## config.mk

```make
export PLATFORM = sky130hd
export DESIGN_NAME = kli_ctrl
export DESIGN_NICKNAME = d
export VERILOG_FILES = /design/src/hw/rtl/kli_pkg.sv /design/src/hw/rtl/kli_ctrl.sv
export SDC_FILE = /design/constraint.sdc
export NUM_CORES = 1
export LEC_CHECK = 0
export CORE_AREA = 2 2 39 41
export CTS_BUF_LIST = sky130_fd_sc_hd__clkbuf_4
export DETAILED_ROUTE_END_ITERATION = 6
export DIE_AREA = 0 0 41 43
export DONT_BUFFER_PORTS = 1
export GPL_ROUTABILITY_DRIVEN = 0
export MAX_ROUTING_LAYER = met4
export PLACE_DENSITY = 0.53
export REMOVE_ABC_BUFFERS = 1
export SETUP_SLACK_MARGIN = 0.2
export SKIP_CTS_REPAIR_TIMING = 1
export SLEW_MARGIN = 20
export SYNTH_ARGS = -nofsm -noshare
export SYNTH_HDL_FRONTEND = slang
export SYNTH_SLANG_ARGS = --single-unit
```

## constraint.sdc

```tcl
create_clock -name clk -period 2 [get_ports clk]
set_clock_uncertainty 0.2 [all_clocks]
set_input_delay 0.2 -clock clk [delete_from_list [all_inputs] [get_ports clk]]
set_output_delay 0.2 -clock clk [all_outputs]
set_load 0.05 [all_outputs]
```

## src/hw/rtl/kli_pkg.sv

```systemverilog
// shared types, codes and constants of the keyframe interpolator
package kli_pkg;

	localparam int MAX_KEYS_DEF  = 64;
	localparam int FRAC_BITS_DEF = 16;
	localparam int SEG_W         = 6;
	localparam int TIME_W        = 34;

	localparam logic [1:0] FUNC_ADD = 2'd0;
	localparam logic [1:0] FUNC_SET = 2'd1;
	localparam logic [1:0] FUNC_ADV = 2'd2;
	localparam logic [1:0] FUNC_NOP = 2'd3;

	localparam logic [1:0] STAT_INTERP = 2'd0;
	localparam logic [1:0] STAT_HELD   = 2'd1;
	localparam logic [1:0] STAT_FULL   = 2'd2;
	localparam logic [1:0] STAT_NOSEG  = 2'd3;

	localparam logic REG_COMPONENTS = 1'b0;

	typedef struct packed {
		logic [1:0]         func;
		logic signed [31:0] time_value;
		logic signed [31:0] key_x;
		logic signed [31:0] key_y;
		logic signed [31:0] key_z;
	} in_beat_t;

	typedef struct packed {
		logic signed [31:0] value_x;
		logic signed [31:0] value_y;
		logic signed [31:0] value_z;
		logic [SEG_W-1:0]   segment_index;
		logic [1:0]         status;
	} out_beat_t;

	typedef enum logic [3:0] {
		S_IDLE, S_DECODE, S_WCHK, S_WDIV, S_EVAL, S_SCAN, S_FCHK,
		S_FDIV, S_RDA, S_RDB, S_MUL, S_FIN
	} state_t;

	typedef struct packed {
		logic load;
		logic add;
		logic set_full;
		logic calc_t;
		logic wrap_start;
		logic pt_direct;
		logic wrap_apply;
		logic eval;
		logic scan;
		logic fchk;
		logic frac_ld;
		logic rda;
		logic rdb;
		logic mul;
		logic fin;
	} dp_cmd_t;

	typedef struct packed {
		logic [1:0] func;
		logic       full;
		logic       usable;
		logic       outside;
		logic       div_done;
		logic       hit;
		logic       miss;
		logic       dzero;
		logic       out_busy;
	} dp_stat_t;

endpackage

```

## src/hw/rtl/kli_ctrl.sv

```systemverilog
// sequencer of the keyframe interpolator
module kli_ctrl (
	input  logic              clk,
	input  logic              arst_n,
	input  logic              in_valid,
	output logic              in_ready,
	input  kli_pkg::dp_stat_t stat,
	output kli_pkg::dp_cmd_t  cmd
);
	import kli_pkg::*;

	state_t state_q, state_d;

	always_ff @(posedge clk or negedge arst_n) begin
		if (!arst_n) begin
			state_q <= S_IDLE;
		end else begin
			state_q <= state_d;
		end
	end

	always_comb begin
		state_d = state_q;
		case (state_q)
			S_IDLE:   if (in_valid) state_d = S_DECODE;
			S_DECODE: begin
				if (stat.func == FUNC_ADD) begin
					state_d = S_EVAL;
				end else if ((stat.func inside {FUNC_SET, FUNC_ADV}) && stat.usable) begin
					state_d = S_WCHK;
				end else begin
					state_d = S_EVAL;
				end
			end
			S_WCHK:   state_d = stat.outside ? S_WDIV : S_EVAL;
			S_WDIV:   if (stat.div_done) state_d = S_EVAL;
			S_EVAL:   state_d = stat.usable ? S_SCAN : S_RDA;
			S_SCAN: begin
				if (stat.hit) begin
					state_d = S_FCHK;
				end else if (stat.miss) begin
					state_d = S_RDA;
				end
			end
			S_FCHK:   state_d = stat.dzero ? S_RDA : S_FDIV;
			S_FDIV:   if (stat.div_done) state_d = S_RDA;
			S_RDA:    state_d = S_RDB;
			S_RDB:    state_d = S_MUL;
			S_MUL:    state_d = S_FIN;
			S_FIN:    if (!stat.out_busy) state_d = S_IDLE;
			default:  state_d = S_IDLE;
		endcase
	end

	always_comb begin
		cmd      = '0;
		in_ready = 1'b0;
		case (state_q)
			S_IDLE: begin
				in_ready = 1'b1;
				cmd.load = in_valid;
			end
			S_DECODE: begin
				if (stat.func == FUNC_ADD) begin
					cmd.set_full = stat.full;
					cmd.add      = !stat.full;
				end else if ((stat.func inside {FUNC_SET, FUNC_ADV}) && stat.usable) begin
					cmd.calc_t = 1'b1;
				end
			end
			S_WCHK: begin
				cmd.wrap_start = stat.outside;
				cmd.pt_direct  = !stat.outside;
			end
			S_WDIV:   cmd.wrap_apply = stat.div_done;
			S_EVAL:   cmd.eval = 1'b1;
			S_SCAN:   cmd.scan = 1'b1;
			S_FCHK:   cmd.fchk = 1'b1;
			S_FDIV:   cmd.frac_ld = stat.div_done;
			S_RDA:    cmd.rda = 1'b1;
			S_RDB:    cmd.rdb = 1'b1;
			S_MUL:    cmd.mul = 1'b1;
			S_FIN:    cmd.fin = !stat.out_busy;
			default:  cmd = '0;
		endcase
	end

endmodule

```

After elaboration in Yosys (flattened, before gate mapping)
Cells that the tools add are included.
{"block": "word_totals", "register_bits": 4, "word_cells": 55, "out_inout_bits": 16, "inputBits": 13}
{"block": "classes", "n_eq_ne": 18, "n_reduce_logical": 8, "n_mux": 28}
{"operator": "$pmux 4 s12", "count": 1}
{"operator": "$mux 4", "count": 8}
{"operator": "$eq 4x3->1 const B", "count": 4}
{"operator": "$eq 4x4->1 const B", "count": 4}
{"operator": "$mux 1", "count": 13}
{"operator": "$mux 3", "count": 4}
{"operator": "$eq 4x2->1 const B", "count": 2}
{"operator": "$ne 2x2->1 const B", "count": 4}
{"operator": "$reduce_and 5->1", "count": 1}
{"operator": "$eq 4x1->1 const B", "count": 1}
{"operator": "$logic_not 4->1", "count": 1}
{"operator": "$mux 2", "count": 2}
{"operator": "$logic_not 1->1", "count": 3}
{"operator": "$ne 3x3->1 const B", "count": 1}
{"operator": "$eq 2x1->1 const B", "count": 1}
{"operator": "$eq 2x2->1 const B", "count": 1}
{"operator": "$logic_not 2->1", "count": 1}
{"operator": "$reduce_bool 2->1", "count": 1}
{"operator": "$logic_and 1x1->1", "count": 1}

Logic depth before layout (Yosys ltp)
{"block": "depth", "word_depth": 6, "ltp_mapped": 6, "depth_no_buf": 6}

Least setup slack after synthesis
No wires, ideal clock.
{"block": "synth_timing", "kind": "reg-to-reg", "from": "register state_q[1]", "to": "register state_q[2]", "stages_incl_launch_ff": 5, "arrival_time_ns": 2.886, "setup_time_ns": 0.125, "path_slack_ns": -1.211, "n_path_buf": 0, "required_ns": 1.675, "synth_period_minus_slack_ns": 3.211, "path_cell_list": "dfrtp_1 -> nor4_1 -> nor2b_4 -> or3_4 -> mux2_4"}
{"block": "synth_between", "elab_chain_cells": 3, "elab_cells_between_ends": 19, "classes_between": "eq/ne (16); mux (1); reduce/logical (2)"}
{"item": "start: declaration", "line_no": "kli_ctrl.sv:12", "source": "state_t state_q, state_d;"}
{"item": "start signal: assignment", "line_no": "kli_ctrl.sv:18", "source": "state_q <= state_d;"}
{"item": "$eq 4x3->1, or another cell as far along", "line_no": "kli_ctrl.sv:24", "source": "case (state_q)"}
{"item": "$ne 3x3->1 (no line) or $ne 2x2->1 (tied branches)"}
{"item": "$reduce_and 5->1 (no line)"}
Several ways; a longest one is shown, not always the timed one.
A chain may end at the register's enable or synchronous reset.

==> metrics <==
Synth Warn #=0; die width=roughly 41 um; io pins=29; Critical Path RT=between 1.5 and 2 ns; Core ar.=approximately 1400 um^2; die height=around 43 um; Post-Synthesis Cells=between 70 and 80; min-delay src=in_valid; worst-margin pin slew=slightly above 0.4 ns; area occupied by registers=approximately 110 um^2; Largest register FFs=4; Clk pwr share=6.8%; asr flop ratio synth=100%; layout cell share with drive strength beyond 1=between 50% and 60%; initial antenna violation count=0; Area growth syn-to-layout=80.4%; clock sinks=4; crit path max fanout=6; # rows=14; CTS max path bufs=2; Die ar.=about 1800 um^2; synthesized area=537 um^2; hold path depth=2; Place WS=around 0.15 ns; most frequent cells in the layout=buf_4, buf_6, nor2_2, nor2_1, dfrtp_2; cell leakage power=~0.44 nW; Avg Cell Area, Syn=approximately 7.5 um^2; Final min period=about 1.9 ns; Psw=0.740 mW; Reg clk slew, reported paths=0.04 ns; CTS Buf Count=3; post-synthesis sequential area ratio=about a fifth; worst skew pair latency=roughly 0.24 ns; Diodes inserted=0; switch share=about half; worst rel slew slack=roughly 73%; CP Data Arrival Time=~1.5 ns; final setup vio count=0; final net count=about 120; Min Hold Slack=roughly 0.021 ns; fin crit share=96.1%; outcome=complete, no violations; ys flop type=dfrtp_1; Multi-input gate area=490 um^2; CTS tree=built; fmax=about 520 MHz; worst hold path class=primary input to flop; crit path launch type=flop; Worst Slack Setup Final=between 0.07 and 0.08 ns; most common cell after layout, fill and taps aside=buf_4; Total GRT Usage=18.1%; Worst R2R Setup Slack=0.12 ns; r2r worst-path depth=6; Routed Antenna Nets=0; final hold viol count=0; Root Buffer Master=clkbuf_4; detailed placement HPWL=around 1.1 mm; Hold Path End=state_q[0]$_DFFE_PN0P_; Peak VDD IR=0.000643 V; Largest Register=state_q; Int Power=0.752 mW; 1st-pass router iterations=2; FF+latch count, synth=4; EDFF count, synth=0; sequential power share=~13%; Yosys cell types=36; RSZ-0062 raised after global routing=yes; R2R Path End=state_q[2]$_DFFE_PN0P_; DRC errors left=0; Vias/cell=around 5.6; fill cell count=between 100 and 150; global route overflow=0; Worst R2R Start=state_q[0]$_DFFE_PN0P_; Final Max Tran Viols=0; DR WL/cell=14.5 um; Starting Density=between 30 and 40%; I/O Buffers=0; vias in the first global route=roughly 550; largest net degree at the start of global routing=12; kind of critical path=flop to output port; Setup crit end kind=output port; Max-cap violations=0; Detailed Route WL=between 1.5 and 2 mm; P per Cell Area=around 1500 nW/um^2; Combinational Power Share=79.7%; Initial DRC Count=9; Largest regs=state_q x4; total power=1.49 mW; H-tree depth=1; via count=roughly 670; first-pass GRT wire length=between 2 and 2.5 mm
## layout make-up
type                    instances  area share [%]
multi-input cells              61            50.6
repair buffers                 34            32.9
flip-flops and latches          4            10.9
clock buffers                   3            2.33
well taps                      16            2.07
inverters                       3            1.16
## metal layers
layer,vias up,routed length [um],track usage (%)
met5,-,0,-
met4,0,61,8.00
met3,7,82,2.09
met2,22,960,30.9
met1,318,653,19.7
li1,327,-,-
## synthesized netlist by cell type, types with 2 or more instances
cell	n	area (um^2)
nand2b_1	3	18.8
ha_1	2	25.0
a22oi_1	2	15.0
nor3b_1	4	30.0
nand2_1	4	15.0
nor3_1	5	25.0
o21ai_0	2	10.0
buf_4	2	15.0
nor2_1	11	41.3
o21bai_1	2	15.0
inv_1	3	11.3
a21oi_1	2	10.0
and3_1	2	12.5
dfrtp_1	4	100
nor2b_1	3	18.8
## metrics by stage
stage | utilization [%] | cell area, um^2 | setup TNS (ns) | instances
after floorplan | - | 513 | -6.55 | 68
after global placement | 52.2 | 722 | 0 | 106
after detailed placement | 52.2 | 722 | 0 | 106
after CTS | 53.8 | 744 | -0.107 | 109
after global routing | 70.0 | 968 | 0 | 121
final | 70.0 | 968 | 0 | 121
## worst max path at each step
stage                                      start                endpoint  slack (ns)
after global placement    state_q[0]$_DFFE_PN0P_                 cmd[14]        0.14
after floorplan           state_q[0]$_DFFE_PN0P_  state_q[2]$_DFFE_PN0P_       -1.31
after global routing      state_q[2]$_DFFE_PN0P_                 cmd[14]        0.05
final                     state_q[2]$_DFFE_PN0P_                 cmd[14]        0.08
after detailed placement  state_q[0]$_DFFE_PN0P_                 cmd[14]        0.15
after CTS                 state_q[1]$_DFFE_PN0P_                 cmd[14]       -0.11
## kinds of logic after synthesis
kind of cell | count (synthesis) | synth area share, %
and+or+nand+nor | 43 | 47.6
AOI/OAI and AO/OA | 14 | 18.0
buffers and inverters | 7 | 6.52
DFF | 4 | 18.6
muxes | 2 | 4.66
adders and majority gates | 2 | 4.66
## power by group through the flow
stage | clock [mW] | sequential [mW] | combinational, mW
after floorplan | 0 | 0.204 | 0.546
after global placement | 0 | 0.205 | 0.821
after detailed placement | 0 | 0.205 | 0.824
after CTS | 0.102 | 0.204 | 0.826
after global routing | 0.111 | 0.208 | 1.25
final | 0.102 | 0.201 | 1.19
## critical path, cell delays in order (launching register included)
cell     delay, ns
dfrtp_2       0.44
nor4_4        0.34
buf_6         0.21
and2_4        0.17
buf_12        0.13
Power figures use the tool's default switching activity.
